===== src/hw/rtl/ccs_pkg.sv =====
// Shared types, constants and helpers of the column change statistics block.
`default_nettype none

package ccs_pkg;

    localparam int CNT_W    = 32;
    localparam int DIST_W   = 9;
    localparam int VAL_W    = 8;
    localparam int SLOT_W   = 6;
    localparam int VALUES   = 256;
    localparam int IN_W     = 16;
    localparam int OUT_W    = 80;
    localparam int OUT_USED = CNT_W + DIST_W + CNT_W;

    localparam logic [CNT_W-1:0]  CNT_MAX  = '1;
    localparam logic [DIST_W-1:0] DIST_MAX = DIST_W'(VALUES);

    // Per-slot record kept in the slot table
    typedef struct packed {
        logic              valid;
        logic [VAL_W-1:0]  last_value;
        logic [CNT_W-1:0]  change_count;
        logic [DIST_W-1:0] distinct_count;
    } slot_entry_t;

    // Clear sweep control toward the memories
    typedef struct packed {
        logic busy;
        logic slot_wr;
    } clr_ctl_t;

    // Saturating increment of a 32-bit counter
    function automatic logic [CNT_W-1:0] sat_inc(input logic [CNT_W-1:0] x);
        logic [CNT_W-1:0] r;
        r = (x == CNT_MAX) ? x : x + CNT_W'(1);
        return r;
    endfunction

endpackage

`default_nettype wire


===== src/hw/rtl/ccs_slot_table.sv =====
// Per-slot record memory: one write port, one registered read port.
`default_nettype none

module ccs_slot_table #(
    parameter int SLOTS  = 64,
    parameter int SIDX_W = 6
) (
    input  wire logic                 clk,
    input  wire logic                 rd_en,
    input  wire logic [SIDX_W-1:0]    rd_addr,
    output ccs_pkg::slot_entry_t      rd_data,
    input  wire logic                 wr_en,
    input  wire logic [SIDX_W-1:0]    wr_addr,
    input  ccs_pkg::slot_entry_t      wr_data
);
    import ccs_pkg::*;

    slot_entry_t mem [SLOTS];
    slot_entry_t rd_data_reg;

    // Write first in code order; the read still returns the old entry
    always_ff @(posedge clk)
    begin
        if (wr_en)
        begin
            mem[wr_addr] <= wr_data;
        end
        if (rd_en)
        begin
            rd_data_reg <= mem[rd_addr];
        end
    end

    assign rd_data = rd_data_reg;

endmodule

`default_nettype wire


===== config.mk =====
export PLATFORM = sky130hd
export DESIGN_NAME = ccs_slot_table
export DESIGN_NICKNAME = d
export VERILOG_FILES = /design/src/hw/rtl/ccs_pkg.sv /design/src/hw/rtl/ccs_slot_table.sv
export SDC_FILE = /design/constraint.sdc
export NUM_CORES = 2
export LEC_CHECK = 0
export BUFFER_PORTS_ARGS = -buffer_cell sky130_fd_sc_hd__buf_2
export CAP_MARGIN = 20
export CORE_ASPECT_RATIO = 0.7
export CORE_MARGIN = 4
export CORE_UTILIZATION = 25
export CTS_CLUSTER_SIZE = 25
export DETAILED_ROUTE_END_ITERATION = 10
export PLACE_DENSITY = 0.46
export SLEW_MARGIN = 20
export SYNTH_ARGS = -nofsm -noshare
export SYNTH_HDL_FRONTEND = slang
export SYNTH_SLANG_ARGS = --single-unit

===== constraint.sdc =====
create_clock -name clk -period 7.4 [get_ports clk]
set_input_delay 0.37 -clock clk [delete_from_list [all_inputs] [get_ports clk]]
set_output_delay 0.37 -clock clk [all_outputs]
set_load 0.005 [all_outputs]

# Word level (Yosys, flattened, before mapping)
# Memory sizes are Yosys's and may differ from the RTL's. A register that Yosys moved wholly into a read port is not among the register bits.
# Index checks and enable logic that the tools add are counted.
[classes] mux=2
[ops] op="$mux W1" n=2
[totals] word_cells=3 memories=1 mem_bits_rw=3200 register_bits=0 inputBits=65
[memory_table] memory="mem" depth=64 width=50 read_ports=1 rd_clocked_by_memory_dff=1 wr=1 line="ccs_slot_table.sv:18" source="slot_entry_t mem [SLOTS];"

# Longest topological paths before layout
[depth] word_depth=2 ltp_mapped=10 depth_no_buf=5

# Least setup slack after synthesis
# Ideal clock, no wire load.
[synth_timing] path_kind="input-to-reg" startpoint="input wr_addr[3]" endpoint="memory mem[48][0] in the netlist's numbering (enable)" setup_slack_ns=2.605 arrival_time_ns=4.276 path_stages=4 n_path_buf=1 t_required_ns=6.881 path_cell_list="clkbuf_1 > nor2b_1 > nand4b_1 > nor3_1"
[synth_lines] element="from (decl)" line="ccs_slot_table.sv:13" source="input wire logic [SIDX_W-1:0] wr_addr,"
[synth_lines] element="to (decl)" line="ccs_slot_table.sv:18"
# No word-level cell before the write port.

==> run summary <==
Final Cycle Share: 0.467
initial antenna violation count: 62
post-DP HPWL: 222 mm
CP Class: primary input to flop
worst rel slew slack: 0.223
vias in the first global route: 61.1k
cts repair resizes: 0
RSZ-0062 raised after global routing: no
DRT iter0 DRCs: 8162
final hold slack: 0.0158 ns
static leakage: 0.0434 uW
crit end category: flop
Detailed Routing Iterations Pass 1: 5
CTS Buf Count: 323
Netlist cell types: 44
DRC errors left: 0
die area: 505000 um2
vias: 61.7k
Cell Count, Final, Fillers Out: 12.5k
Largest register FFs: 3200
post-place instance area: 133000 um2
Clock Tree Root: clkbuf_16
synth-to-layout area growth: 16.1%
largest net degree at the start of global routing: 120
synth warn: 0
Ports: 115
# fillers: 47.4k
Synth Cell Area: 123000 um2
final instance area: 143000 um2
fin. max-slew vios: 0
global-route wire length before repair: 550 mm
CORE AREA: 491000 um2
Via density: 4.92
synthesized net count: 5522
Port-buffer cells: 114
nets: 5842
# rows: 215
share of the synthesized area in the top cell type: 0.791
detailed-route wire length per cell: 32.5 um
Die Span X: 848 um
crit path max fanout: 119
r2r setup slk: 5.13 ns
WHS Path Cells: 1
asr flop ratio synth: 0
setup violators final: 0
Max IR drop VDD: 0.000169 V
number of synthesized flops with an enable pin: 3250
Synth area leaders: edfxtp_1 (79%), mux4_2 (13%), mux2i_1 (1.9%), o22ai_1 (0.64%), mux2_2 (0.62%)
Clock Sinks: 3250
total of max-cap violations: 0
worst setup path start: rd_addr[1]
Die Ht: 596 um
Synth Flop Type: edfxtp_1
f_max: 289 MHz
Reg clk slew, reported paths: 0.06 ns
CP startpoint kind: primary input
Final Critical Period: 3.45 ns
#FFs+latches synth: 3250
P per Cell Area: 269 nW/um2
Worst EP arrival: 4.05 ns
r2r worst-path depth: 5
worst r2r src: mem[16][26]
Avg Cell Area, Syn: 22.6 um2
GR Util All Layers: 0.157
HP Start: wr_data[3]
DRT Wirelength: 408 mm
WP data required: 7.99 ns
H-Tree Depth: 5
setup tns final: 0 ns
CTS tree: yes
grt total ovfl: 0
hold crit path type: primary input to flop
sequential fraction of the synthesis area: 0.791
Util after Layout: 0.292
layout cells sized above 1: 0.265
skew final: 0.0577 ns
ANT nets after route: 0
Initial Utilization: 0.251
status: finished clean
Max Root-Sink Buffers: 4
latest clock arrival within the worst-skew pair: 0.93 ns
endpoints failing hold: 0
cell accounting for the most synthesized area: edfxtp_1
GP Congestion: 0.748
DP Cell Count: 12.0k
Least-Margin Pin Slew: 1.17 ns
# Post-CTS Setup Buffers: 0
cells after synthesis: 5457
synthesized netlist by cell type, drive strengths merged, types with 9 or more instances:
library cell	number
a211oi	32
a21oi	26
a221o	36
a22oi	80
a311o	15
and3	17
buf	164
clkbuf	154
edfxtp	3250
mux2	84
mux2i	229
mux4	690
nand2	110
nand2b	9
nand3	98
nand4	65
nor2	98
nor2b	28
nor3	9
o211ai	15
o21ai	15
o221ai	55
o22a	15
o22ai	126
timing repair:
| item | CTS | global route |
|---|---|---|
| hold endpoints to repair | 11 | 87 |
| setup endpoints to repair | 0 | 0 |
| hold buffers | 2 | 7 |
metal layers:
metal / wire length, um / track usage
met5: 120 / 0
met4: 8080 / 0.0317
met3: 30700 / 0.0293
met2: 186000 / 0.242
met1: 183000 / 0.232
worst max-delay path: stages:
cell and delay, ns:
buf_8 0.36, buf_4 0.83, buf_12 0.48, mux4_2 0.42, a22oi_1 0.26, nand3_1 0.11
o21ai_1 0.66, a21oi_1 0.09
kinds of logic after synthesis:
logic type | count (synthesis) | synth area share
DFF | 3250 | 0.791
muxes | 1003 | 0.152
and+or+nand+nor | 446 | 0.0174
AOI/OAI and AO/OA | 439 | 0.0266
buffers and inverters | 319 | 0.0134
stage by stage:
step                      power, uW  setup slack, ns
after global routing          39800             3.91
after global placement        22800             3.02
after floorplan               21800             2.60
final                         38500             3.95
after detailed placement      22800             2.99
after CTS                     38900             4.00
area by class of cell:
class,count,area [um2],area share
clock inverters,186,1640,0.0114
clock buffers,385,8440,0.0589
flip-flops and latches,3250,97600,0.681
diodes,13,32.5,0.000227
multi-input cells,1888,24800,0.173
repair buffers,313,2670,0.0186
inverters,1,3.75,0.0000262
well taps,6510,8150,0.0568
placed cells by master (no fill, tap or decap), types with 70 or more instances in the layout:
cell type	n
edfxtp_1	3250
mux4_2	690
clkbuf_16	329
mux2i_1	229
buf_4	185
o22ai_1	126
nand2_1	107
nand3_1	98
a22oi_1	80
buf_2	78
clkinv_1	70
worst paths after layout:
check                 to
max          rd_data[26]
min           mem[35][3]
max reg2reg  rd_data[26]
min reg2reg  rd_data[34]
power breakdown:
part | internal (uW) | total [uW] | switching [uW]
sequential | 20400 | 20500 | 84.6
combinational | 639 | 1880 | 1240
clock | 9030 | 16100 | 7100
(Power assumes the default switching activity.)
