### src/hw/rtl/ccs_pkg.sv
// Shared types, constants and helpers of the column change statistics block.
`default_nettype none

package ccs_pkg;

    localparam int CNT_W    = 32;
    localparam int DIST_W   = 9;
    localparam int VAL_W    = 8;
    localparam int SLOT_W   = 6;
    localparam int VALUES   = 256;
    localparam int IN_W     = 16;
    localparam int OUT_W    = 80;
    localparam int OUT_USED = CNT_W + DIST_W + CNT_W;

    localparam logic [CNT_W-1:0]  CNT_MAX  = '1;
    localparam logic [DIST_W-1:0] DIST_MAX = DIST_W'(VALUES);

    // Per-slot record kept in the slot table
    typedef struct packed {
        logic              valid;
        logic [VAL_W-1:0]  last_value;
        logic [CNT_W-1:0]  change_count;
        logic [DIST_W-1:0] distinct_count;
    } slot_entry_t;

    // Clear sweep control toward the memories
    typedef struct packed {
        logic busy;
        logic slot_wr;
    } clr_ctl_t;

    // Saturating increment of a 32-bit counter
    function automatic logic [CNT_W-1:0] sat_inc(input logic [CNT_W-1:0] x);
        logic [CNT_W-1:0] r;
        r = (x == CNT_MAX) ? x : x + CNT_W'(1);
        return r;
    endfunction

endpackage

`default_nettype wire

### src/hw/rtl/ccs_clear_seq.sv
// Post-reset sweep that clears the seen map and the slot table.
`default_nettype none

module ccs_clear_seq #(
    parameter int SLOTS  = 64,
    parameter int SIDX_W = 6
) (
    input  wire logic              clk,
    input  wire logic              rst_n,
    output ccs_pkg::clr_ctl_t      ctl,
    output logic [SIDX_W-1:0]      clr_slot,
    output logic [ccs_pkg::VAL_W-1:0] clr_value
);
    import ccs_pkg::*;

    localparam logic [SIDX_W-1:0] LAST_SLOT = SIDX_W'(SLOTS - 1);

    logic              busy_reg;
    logic [SIDX_W-1:0] slot_reg;
    logic [VAL_W-1:0]  value_reg;

    // Walk every slot and every byte value once
    always_ff @(posedge clk or negedge rst_n)
    begin
        if (!rst_n)
        begin
            busy_reg  <= 1'b1;
            slot_reg  <= '0;
            value_reg <= '0;
        end
        else if (busy_reg)
        begin
            value_reg <= value_reg + VAL_W'(1);
            if (value_reg == '1)
            begin
                if (slot_reg == LAST_SLOT)
                begin
                    busy_reg <= 1'b0;
                end
                else
                begin
                    slot_reg <= slot_reg + SIDX_W'(1);
                end
            end
        end
    end

    assign ctl.busy    = busy_reg;
    assign ctl.slot_wr = busy_reg && (value_reg == '0);
    assign clr_slot    = slot_reg;
    assign clr_value   = value_reg;

endmodule

`default_nettype wire

### config.mk
export PLATFORM = sky130hd
export DESIGN_NAME = ccs_clear_seq
export DESIGN_NICKNAME = d
export VERILOG_FILES = /design/src/hw/rtl/ccs_pkg.sv /design/src/hw/rtl/ccs_clear_seq.sv
export SDC_FILE = /design/constraint.sdc
export NUM_CORES = 1
export LEC_CHECK = 0
export BUFFER_PORTS_ARGS = -buffer_cell sky130_fd_sc_hd__buf_4
export CORE_MARGIN = 3
export CORE_UTILIZATION = 50
export DETAILED_ROUTE_END_ITERATION = 16
export PLACE_DENSITY = 0.8
export REMOVE_ABC_BUFFERS = 1
export SYNTH_ARGS = -nofsm -noshare
export SYNTH_HDL_FRONTEND = slang
export SYNTH_SLANG_ARGS = --single-unit
export TNS_END_PERCENT = 1
### constraint.sdc
create_clock -name clk -period 1.8 [get_ports clk]
set_input_delay 0.36 -clock clk [delete_from_list [all_inputs] [get_ports clk]]
set_output_delay 0.36 -clock clk [all_outputs]
set_load 0.02 [all_outputs]
==> After elaboration in Yosys (flattened, before gate mapping) <==
Index checks and enable logic that the tools add are counted.
{ "word_totals": {"register_bits": 15, "wordCells": 14, "out_inout_bits": 16, "in_bits": 2} }
{ "op_classes": {"add_sub_neg": 2, "n_eq_ne": 2, "bitwise_logic": 1, "reduce_logical": 3, "n_mux": 3} }
{ "ops": {"columns": ["cell", "n"], "rows": [
  ["adder 8 x 1 -> 8 bit, second input constant", 1],
  ["== test 8 bit, second input constant", 1],
  ["logical NOT 8 bit", 1],
  ["adder 6 x 1 -> 6 bit, second input constant", 1],
  ["== test 6 bit, second input constant", 1],
  ["two-way mux 1 bit", 3],
  ["AND reduction 3 bit", 1],
  ["logical AND 1 bit", 1],
  ["inverter 1 bit", 1]
]} }

==> Depth between registers and ports, before layout <==
Gate-level depths: netlist of run 1.
{ "logic_depth": {"word_depth": 4, "mapped_depth": 4, "depth_no_buf": 4} }

==> Worst setup path after synthesis of run 1 <==
Ideal clock, no wire load.
{ "synth_timing": {"path_type": "register to output", "startpoint": "reg value_reg[6] (netlist: clr_value[6])", "endpoint": "out ctl[0] (netlist bit)", "slack_ns": -0.206, "path_stages_with_launch": 3, "path_buffers": 0, "arrival_ns": 1.646, "required_ns": 1.440, "path_cell_list": "dfrtp_1 -> or4_1 -> nor4_1"} }
{ "synth_rtl": {"columns": ["item", "line", "rtl"], "rows": [
  ["from (decl)", "ccs_clear_seq.sv:20", "logic [VAL_W-1:0] value_reg;"],
  ["from (signal assigned)", "ccs_clear_seq.sv:33", "value_reg <= value_reg + VAL_W'(1);"],
  ["to (decl)", "ccs_clear_seq.sv:10", "output ccs_pkg::clr_ctl_t ctl,"]
]} }

==> impl_metrics.py, run 1 <==
metrics = {
    "synthesis": {
        "ys_top_cells_by_area": "dfrtp_1, xnor2_1, ha_1",
        "syn_avg_cell_area_um2": 11.4,
        "synth_fa_ha_area_share_pct": 4.93,
        "synth_top_area_share_pct": 46.0,
        "ys_seq_area_share_pct": 49.4,
        "synth.area.mux_share_pct": 8.37,
        "yosysTopAreaCell": "dfrtp_1",
        "synth_top_family_by_area": "simple AND/OR/NAND/NOR gates",
        "yosys.area_share.simple_pct": 20.4,
        "ys_types": 25,
        "synth_cells": 67,
        "synth-warning-count": 0,
        "synthArstFlopShare_pct": 100,
        "yosys_most_used_dff": "dfrtp_1",
        "ys_seq_elements": 15,
        "synth_enable_flop_cells": 0,
        "synth_xor_area_share_pct": 9.20,
        "syn_area_um2": 762,
        "synth_compound_area_share_pct": 4.27,
    },
    "final_layout": {
        "num-fill-cells": 102,
        "num_antenna_cells": 0,
        "multiInputGateArea_um2": 378,
        "synthToLayoutAreaGrowth_pct": 27.9,
        "fin_nets": 97,
        "seqCellArea_um2": 377,
        "drive_gt1_share_pct": 37.4,
        "largest_reg_flops": 8,
    },
    "status": {
        "violations": "negative setup slack",
        "status": "complete, but fails checks",
    },
    "floorplan": {
        "die_x_um": 45.0,
        "core_mm2": 0.00137,
        "die_area_mm2": 0.00203,
        "die_h_um": 45.0,
        "rows": 13,
        "initial_core_util_pct": 55.8,
        "io-pin-count": 18,
    },
    "critical_path": {
        "path_max_fanout": 2,
        "worst_setup_path_end_kind": "output pin",
        "critPathRequiredTime_ns": 1.44,
        "worstSetupStartpointType": "flip-flop",
        "rr_worst_depth": 4,
        "critical_path_class": "reg -> out",
        "worstPathArrival_ns": 1.58,
    },
    "route": {
        "via_per_inst": 5.42,
        "ant_nets": 0,
        "drc": 0,
        "post_drt_wl_per_cell_um": 15.0,
        "vias": 575,
        "drt_iter0_drc": 6,
        "totalWireLength_um": 1590,
        "first_pass_iters": 4,
    },
    "sta": {
        "max_freq_ghz": 0.516,
        "fin_crit_sh_pct": 108,
        "finalSetupViolCount": 1,
        "rsz0062_at_grt": "true",
        "holdWs_ns": 0.464,
        "fin_skew_ns": 0.00314,
        "setup_ws_ns": -0.140,
        "min_period_ns": 1.94,
        "worst_pin_slew_ns": 0.337,
        "slew_headroom_pct": 77.5,
        "hold_viol": 0,
        "maxSlewViolCount": 0,
    },
    "power_and_ir_drop": {
        "p_clk_share_pct": 35.4,
        "pwr-share-comb_pct": 1.8,
        "power_density_mw_per_mm2": 550,
        "ir_worst_vdd_uv": 354,
        "power_switching_mw": 0.110,
        "leakagePower_nw": 0.485,
        "p_int_mw": 0.426,
        "totalPowerFinal_mw": 0.536,
        "switching_share_pct": 20.6,
        "seq_power_share_pct": 62.8,
    },
    "placement": {
        "gp_congestion": 0.734,
        "dp_hpwl_um": 1110,
        "portBuffers": 17,
    },
    "clocking": {
        "cts_buffer_depth": 2,
        "cts_buffers": 3,
        "tritoncts": "done",
        "clkTransAtPathRegs_ns": 0.09,
        "cts_num_sinks": 15,
        "clkLatencyLatePin_ns": 0.28,
        "post_cts_buffers": 0,
        "cts.htree.levels": 1,
        "cts_root_buf": "clkbuf_4",
    },
    "grt": {
        "overflow": 0,
        "gr-usage-all-layers_pct": 17.2,
        "grt_max_degree": 16,
        "grt_pass1_vias": 556,
        "antenna_found_initial": 0,
        "grt_pass1_wl_um": 2550,
    },
    "flow_run": {
        "max_cap_violations": 0,
    },
    "worst_hold_path": {
        "min_path_type": "in -> async",
    },
}
cells in the final DEF, fill, tap and decap left out, drive strengths merged, types with 3 or more instances in the layout:
cell type  count
nand3          3
nand2          7
o21ai          3
buf           21
xor2           3
dfrtp         14
ha             3
nand4          6
mux2           5
clkbuf         4
xnor2          5
critical path, stage by stage, from the launching register on:
cell,delay [ns]
dfrtp_1,0.39
or4_4,0.56
nor4_4,0.17
buf_4,0.19
layout make-up:
cell class              instances  share of cell area [%]
multi-input cells              48                    38.8
flip-flops and latches         15                    38.6
repair buffers                 22                    17.2
clock buffers                   4                    2.70
well taps                      15                    1.93
inverters                       2                   0.770
Yosys cell counts, drive strengths merged, types with 2 or more instances:
library cell / instances
buf: 2
dfrtp: 14
ha: 3
inv: 2
mux2: 5
nand2: 7
nand3: 3
nand4: 6
nor2: 2
nor4: 2
o21ai: 3
or3: 2
xnor2: 5
xor2: 3
metal layers:
metal,global-route usage [%],vias to the layer above,wire length (µm)
li1,-,291,-
met1,24.1,276,751
met2,26.0,6,787
met3,2.39,2,44
met4,8.77,0,10
met5,0,-,0
repair_timing:
item	in CTS	in global routing
endpoints found under the setup margin	1	1
hold buffers	1	0
gates resized for setup	2	1
endpoints found under the hold margin	14	0
kinds of logic (layout without fill, tap and decap cells):
family	count (synthesis)	in the layout
XOR/XNOR	8	8
buffers and inverters	4	28
flip-flops	15	15
AND/OR/NAND/NOR	27	27
adder cells (fa/ha/maj)	3	3
AO/OA/AOI/OAI	5	5
multiplexers	5	5
power groups by stage:
stage	Combinational, mW	Clock, mW	Sequential, mW
finish	0.00948	0.190	0.337
floorplan	0.000000146	0	0.343
CTS	0.0101	0.196	0.337
global route	0.0107	0.209	0.337
global placement	0.00812	0	0.343
detailed placement	0.00833	0	0.343
worst paths after layout:
check                                to  slack, ns         start
max                              ctl[0]      -0.14  clr_value[6]
min                        clr_value[0]       0.46         rst_n
max reg2reg                 clr_slot[4]       0.19  clr_value[0]
min reg2reg                    busy_reg       0.53      busy_reg
max in group asynchronous      busy_reg       1.09         rst_n
min in group clk               busy_reg       0.53      busy_reg
through the flow:
step	worst slack, ns	setup TNS [ns]	std cells	util, %	cell area, µm²
final	-0.140	-0.140	106	71.3	975
after global routing	-0.210	-0.210	106	71.3	975
after CTS	-0.106	-0.106	106	70.7	966
after detailed placement	0.194	0	101	67.3	920
after global placement	0.211	0	101	67.3	920
after floorplan	-0.206	-0.206	65	-	743
(Power assumes the default switching activity.)
==> run 2, diff against run 1 <==
--- a/config.mk
+++ b/config.mk
@@ -8,6 +8,7 @@
 export BUFFER_PORTS_ARGS = -buffer_cell sky130_fd_sc_hd__buf_4
 export CORE_MARGIN = 3
 export CORE_UTILIZATION = 50
+export CTS_BUF_LIST = sky130_fd_sc_hd__clkbuf_4
 export DETAILED_ROUTE_END_ITERATION = 16
 export PLACE_DENSITY = 0.8
 export REMOVE_ABC_BUFFERS = 1
==> impl_metrics.py, run 2 (synthesized netlist as in run 1, its figures left out) <==
metrics = {
    "status": {
        "status": "complete, but fails checks",
        "violations": "negative setup slack",
    },
    "clocking": {
        "cts_buffer_depth": 2,
        "clkLatencyLatePin_ns": 0.28,
        "cts_buffers": 3,
        "post_cts_buffers": 0,
        "cts_root_buf": "clkbuf_4",
        "clkTransAtPathRegs_ns": 0.09,
        "tritoncts": "done",
        "cts.htree.levels": 1,
        "cts_num_sinks": 15,
    },
    "grt": {
        "gr-usage-all-layers_pct": 17.3,
        "use_met1_pct": 24.1,
        "grt_pass1_vias": 559,
        "met2_usage_pct": 26.3,
        "grt_use_met3_pct": 2.39,
        "overflow": 0,
        "grt_max_degree": 16,
        "grt_pass1_wl_um": 2570,
        "grt.busiest_layer": "met2",
        "antenna_found_initial": 0,
    },
    "critical_path": {
        "rr_endpoint": "clr_slot[4]",
        "path_max_fanout": 2,
        "critPathRequiredTime_ns": 1.44,
        "worst_setup_path_end_kind": "output pin",
        "r2r_start": "clr_value[0]",
        "cp-startpoint": "clr_value[6]",
        "worstSetupStartpointType": "flip-flop",
        "worstPathArrival_ns": 1.58,
        "reg2reg_slack_ns": 0.20,
        "rr_worst_depth": 4,
        "critical_path_class": "reg -> out",
    },
    "sta": {
        "min_period_ns": 1.94,
        "rsz0062_at_grt": "true",
        "fin_crit_sh_pct": 108,
        "finalSetupViolCount": 1,
        "setup_ws_ns": -0.140,
        "slew_headroom_pct": 77.5,
        "maxSlewViolCount": 0,
        "fin_tns_setup_ns": -0.140,
        "fin_skew_ns": 0.000453,
        "max_freq_ghz": 0.515,
        "holdWs_ns": 0.463,
        "worst_pin_slew_ns": 0.338,
        "hold_viol": 0,
    },
    "placement": {
        "dp_hpwl_um": 1110,
        "gp_congestion": 0.734,
        "dpl_cell_area_um2": 920,
        "pre_cts_ws_ns": 0.194,
        "portBuffers": 17,
        "placed_cells": 101,
    },
    "route": {
        "ant_nets": 0,
        "totalWireLength_um": 1600,
        "post_drt_wl_per_cell_um": 15.1,
        "vias": 570,
        "via_per_inst": 5.38,
        "first_pass_iters": 3,
        "drt_iter0_drc": 5,
        "drc": 0,
    },
    "floorplan": {
        "die_h_um": 45.0,
        "rows": 13,
        "die_area_mm2": 0.00203,
        "io-pin-count": 18,
        "die_x_um": 45.0,
        "core_mm2": 0.00137,
        "initial_core_util_pct": 55.8,
    },
    "power_and_ir_drop": {
        "p_int_mw": 0.441,
        "p_clk_share_pct": 37.4,
        "switching_share_pct": 20.4,
        "ir_worst_vdd_uv": 356,
        "leakagePower_nw": 0.489,
        "pwr-share-comb_pct": 1.7,
        "totalPowerFinal_mw": 0.553,
        "power_switching_mw": 0.113,
        "seq_power_share_pct": 60.9,
        "power_density_mw_per_mm2": 566,
    },
    "final_layout": {
        "fin_nets": 97,
        "drive_gt1_share_pct": 38.5,
        "num_antenna_cells": 0,
        "final_common_cell": "buf_4",
        "design_area_um2": 978,
        "largest_reg_flops": 8,
        "fin_cells": 106,
        "final_util_pct": 71.6,
        "final_cell_mix": "buf_4, dfrtp_1, nand2_1",
        "synthToLayoutAreaGrowth_pct": 28.4,
    },
    "worst_hold_path": {
        "min_path_type": "in -> async",
    },
    "flow_run": {
        "max_cap_violations": 0,
    },
}
run 2: cell counts in the layout (fill, tap and decap cells not counted):
Identical to the previous run, type by type.
run 2: cell type report:
cell class | count | area, µm²
Tap cell | 15 | 18.8
Inverter | 2 | 7.51
Multi-Input combinational cell | 48 | 378
Timing Repair Buffer | 22 | 168
Clock buffer | 4 | 30.0
Sequential cell | 15 | 377
Fill cell | 104 | 388
run 2: timing repair:
action	CTS	global route
hold buffers	1	0
gates resized for setup	2	1
endpoints found under the setup margin	1	1
gates cloned	0	0
endpoints found under the hold margin	14	0
run 2: how the worst max path moves through the flow:
stage	to	slack (ns)	cells after the start
final	ctl[0]	-0.14	3
after global routing	ctl[0]	-0.21	3
after CTS	ctl[0]	-0.11	3
after detailed placement	ctl[0]	0.19	3
after global placement	clr_slot[4]	0.21	4
after floorplan	ctl[0]	-0.21	2
run 2: power by group through the flow:
stage               sequential (mW)  combinational (mW)  clock [mW]
finish                        0.337             0.00946       0.207
detailed placement            0.343             0.00833           0
CTS                           0.337              0.0101       0.212
floorplan                     0.343         0.000000146           0
global route                  0.337              0.0107       0.226
global placement              0.343             0.00812           0
run 2: critical path, cell delays in order, from the launching register on:
cell	delay [ns]
dfrtp_1	0.39
or4_4	0.56
nor4_4	0.17
buf_4	0.19
run 2: layer usage:
metal / vias up / share of wire (%) / routed length (µm)
met5: - / 0 / 0
met2: 6 / 49 / 787
met1: 271 / 47 / 754
li1: 291 / - / -
met3: 2 / 2.8 / 44
met4: 0 / 0.63 / 10
==> run 3, diff against run 2 <==
--- a/config.mk
+++ b/config.mk
@@ -7,10 +7,11 @@
 export LEC_CHECK = 0
 export BUFFER_PORTS_ARGS = -buffer_cell sky130_fd_sc_hd__buf_4
 export CORE_MARGIN = 3
-export CORE_UTILIZATION = 50
+export CORE_UTILIZATION = 48
 export CTS_BUF_LIST = sky130_fd_sc_hd__clkbuf_4
 export DETAILED_ROUTE_END_ITERATION = 16
 export PLACE_DENSITY = 0.8
+export RECOVER_POWER = 100
 export REMOVE_ABC_BUFFERS = 1
 export SYNTH_ARGS = -nofsm -noshare
 export SYNTH_HDL_FRONTEND = slang
==> constraint.sdc (replaced) <==
create_clock -name clk -period 1.7 [get_ports clk]
set_input_delay 0.34 -clock clk [delete_from_list [all_inputs] [get_ports clk]]
set_output_delay 0.34 -clock clk [all_outputs]
set_load 0.02 [all_outputs]
==> impl_metrics.py, run 3 (synthesized netlist as in run 1, its figures left out) <==
metrics = {
    "sta": {
        "min_period_ns": 1.90,
        "rsz0062_at_grt": "true",
        "max_freq_ghz": 0.526,
        "hold_viol": 0,
        "slew_headroom_pct": 48.0,
        "worst_pin_slew_ns": 0.780,
        "maxSlewViolCount": 0,
        "fin_skew_ns": 0.00917,
        "fin_crit_sh_pct": 112,
        "setup_ws_ns": -0.200,
        "fin_tns_setup_ns": -0.200,
        "finalSetupViolCount": 1,
    },
    "floorplan": {
        "io-pin-count": 18,
        "initial_core_util_pct": 54.5,
        "rows": 13,
        "die_area_mm2": 0.00210,
        "die_x_um": 45.8,
        "core_mm2": 0.00140,
        "die_h_um": 45.8,
    },
    "final_layout": {
        "synthToLayoutAreaGrowth_pct": 26.1,
        "fin_nets": 99,
        "largest_reg_flops": 8,
        "fin_cells": 108,
        "final_cell_mix": "buf_4, dfrtp_1, clkbuf_1",
        "final_common_cell": "buf_4",
        "num_antenna_cells": 0,
        "final_util_pct": 68.7,
        "drive_gt1_share_pct": 30.1,
    },
    "grt": {
        "antenna_found_initial": 0,
        "grt_max_degree": 16,
        "overflow": 0,
        "grt_pass1_vias": 563,
        "gr-usage-all-layers_pct": 17.2,
        "grt_pass1_wl_um": 2500,
    },
    "critical_path": {
        "worstSetupStartpointType": "flip-flop",
        "worstPathArrival_ns": 1.56,
        "critPathRequiredTime_ns": 1.36,
        "path_max_fanout": 2,
        "worst_setup_path_end_kind": "output pin",
        "critical_path_class": "reg -> out",
    },
    "clocking": {
        "clkTransAtPathRegs_ns": 0.09,
        "cts_buffers": 3,
        "clkLatencyLatePin_ns": 0.28,
        "cts_num_sinks": 15,
        "cts_root_buf": "clkbuf_4",
        "post_cts_buffers": 0,
        "cts.htree.levels": 1,
        "cts_buffer_depth": 2,
        "tritoncts": "done",
    },
    "route": {
        "first_pass_iters": 4,
        "ant_nets": 0,
        "vias": 602,
        "via_per_inst": 5.57,
        "drt_iter0_drc": 11,
        "post_drt_wl_per_cell_um": 14.8,
        "totalWireLength_um": 1600,
        "drc": 0,
    },
    "power_and_ir_drop": {
        "ir_worst_vdd_uv": 572,
        "leakagePower_nw": 0.466,
        "power_density_mw_per_mm2": 586,
    },
    "placement": {
        "pre_cts_ws_ns": 0.0929,
        "gp_congestion": 0.793,
        "dp_hpwl_um": 1160,
        "portBuffers": 17,
        "placed_cells": 103,
    },
    "worst_hold_path": {
        "min_path_type": "reg -> reg",
    },
    "status": {
        "status": "complete, but fails checks",
        "violations": "negative setup slack",
    },
    "flow_run": {
        "max_cap_violations": 0,
    },
}
## run 3: through the flow
step | cell area, µm² | hold WS, ns | total power, mW
after detailed placement | 935 | 0.202 | 0.372
after floorplan | 743 | 0.0444 | 0.364
after global placement | 935 | 0.202 | 0.372
final | 961 | 0.515 | 0.563
after global routing | 961 | 0.538 | 0.586
after CTS | 982 | 0.438 | 0.572
## run 3: worst max-delay path, stage by stage (launching register included)
cell and delay, ns:
dfrtp_1 0.39, or4_4 0.55, nor4_4 0.15, buf_4 0.18
## run 3: worst paths after layout
kind,start,to,slack (ns),cells after the start
max reg2reg,clr_value[1],clr_slot[4],0.12,4
min,busy_reg,busy_reg,0.51,1
max in group asynchronous,rst_n,clr_value[1],0.57,2
max,clr_value[6],ctl[0],-0.20,3
min reg2reg,busy_reg,busy_reg,0.51,1
min in group asynchronous,rst_n,clr_slot[5],0.64,2
## run 3: report_power, final
group	internal (mW)	switching (mW)	total [mW]
clock network	0.0873	0.111	0.198
logic	0.00198	0.00669	0.00867
registers	0.356	0	0.356
total	0.446	0.118	0.563
## run 3: final cells by class
type | count | area (µm²)
clock inverter | 1 | 5.00
clock buffer | 3 | 22.5
inverter | 2 | 7.51
tap | 15 | 18.8
timing repair buffer | 24 | 153
sequential | 15 | 377
multi-input combinational | 48 | 378
fill | 105 | 438
## run 3: layer usage
metal | routed length (µm) | track usage [%] | share of wire [%] | up-vias
met5 | 0 | 0 | 0 | -
met2 | 745 | 24.5 | 47 | 21
met3 | 108 | 6.72 | 6.7 | 4
li1 | - | - | - | 293
met1 | 720 | 22.9 | 45 | 284
met4 | 29 | 7.39 | 1.8 | 0
## run 3: repair_timing
| action | CTS | global route |
|---|---|---|
| endpoints found under the setup margin | 1 | 1 |
| resized for setup | 2 | 1 |
| hold buffers | 1 | 0 |
| hold endpoints to repair | 14 | 0 |
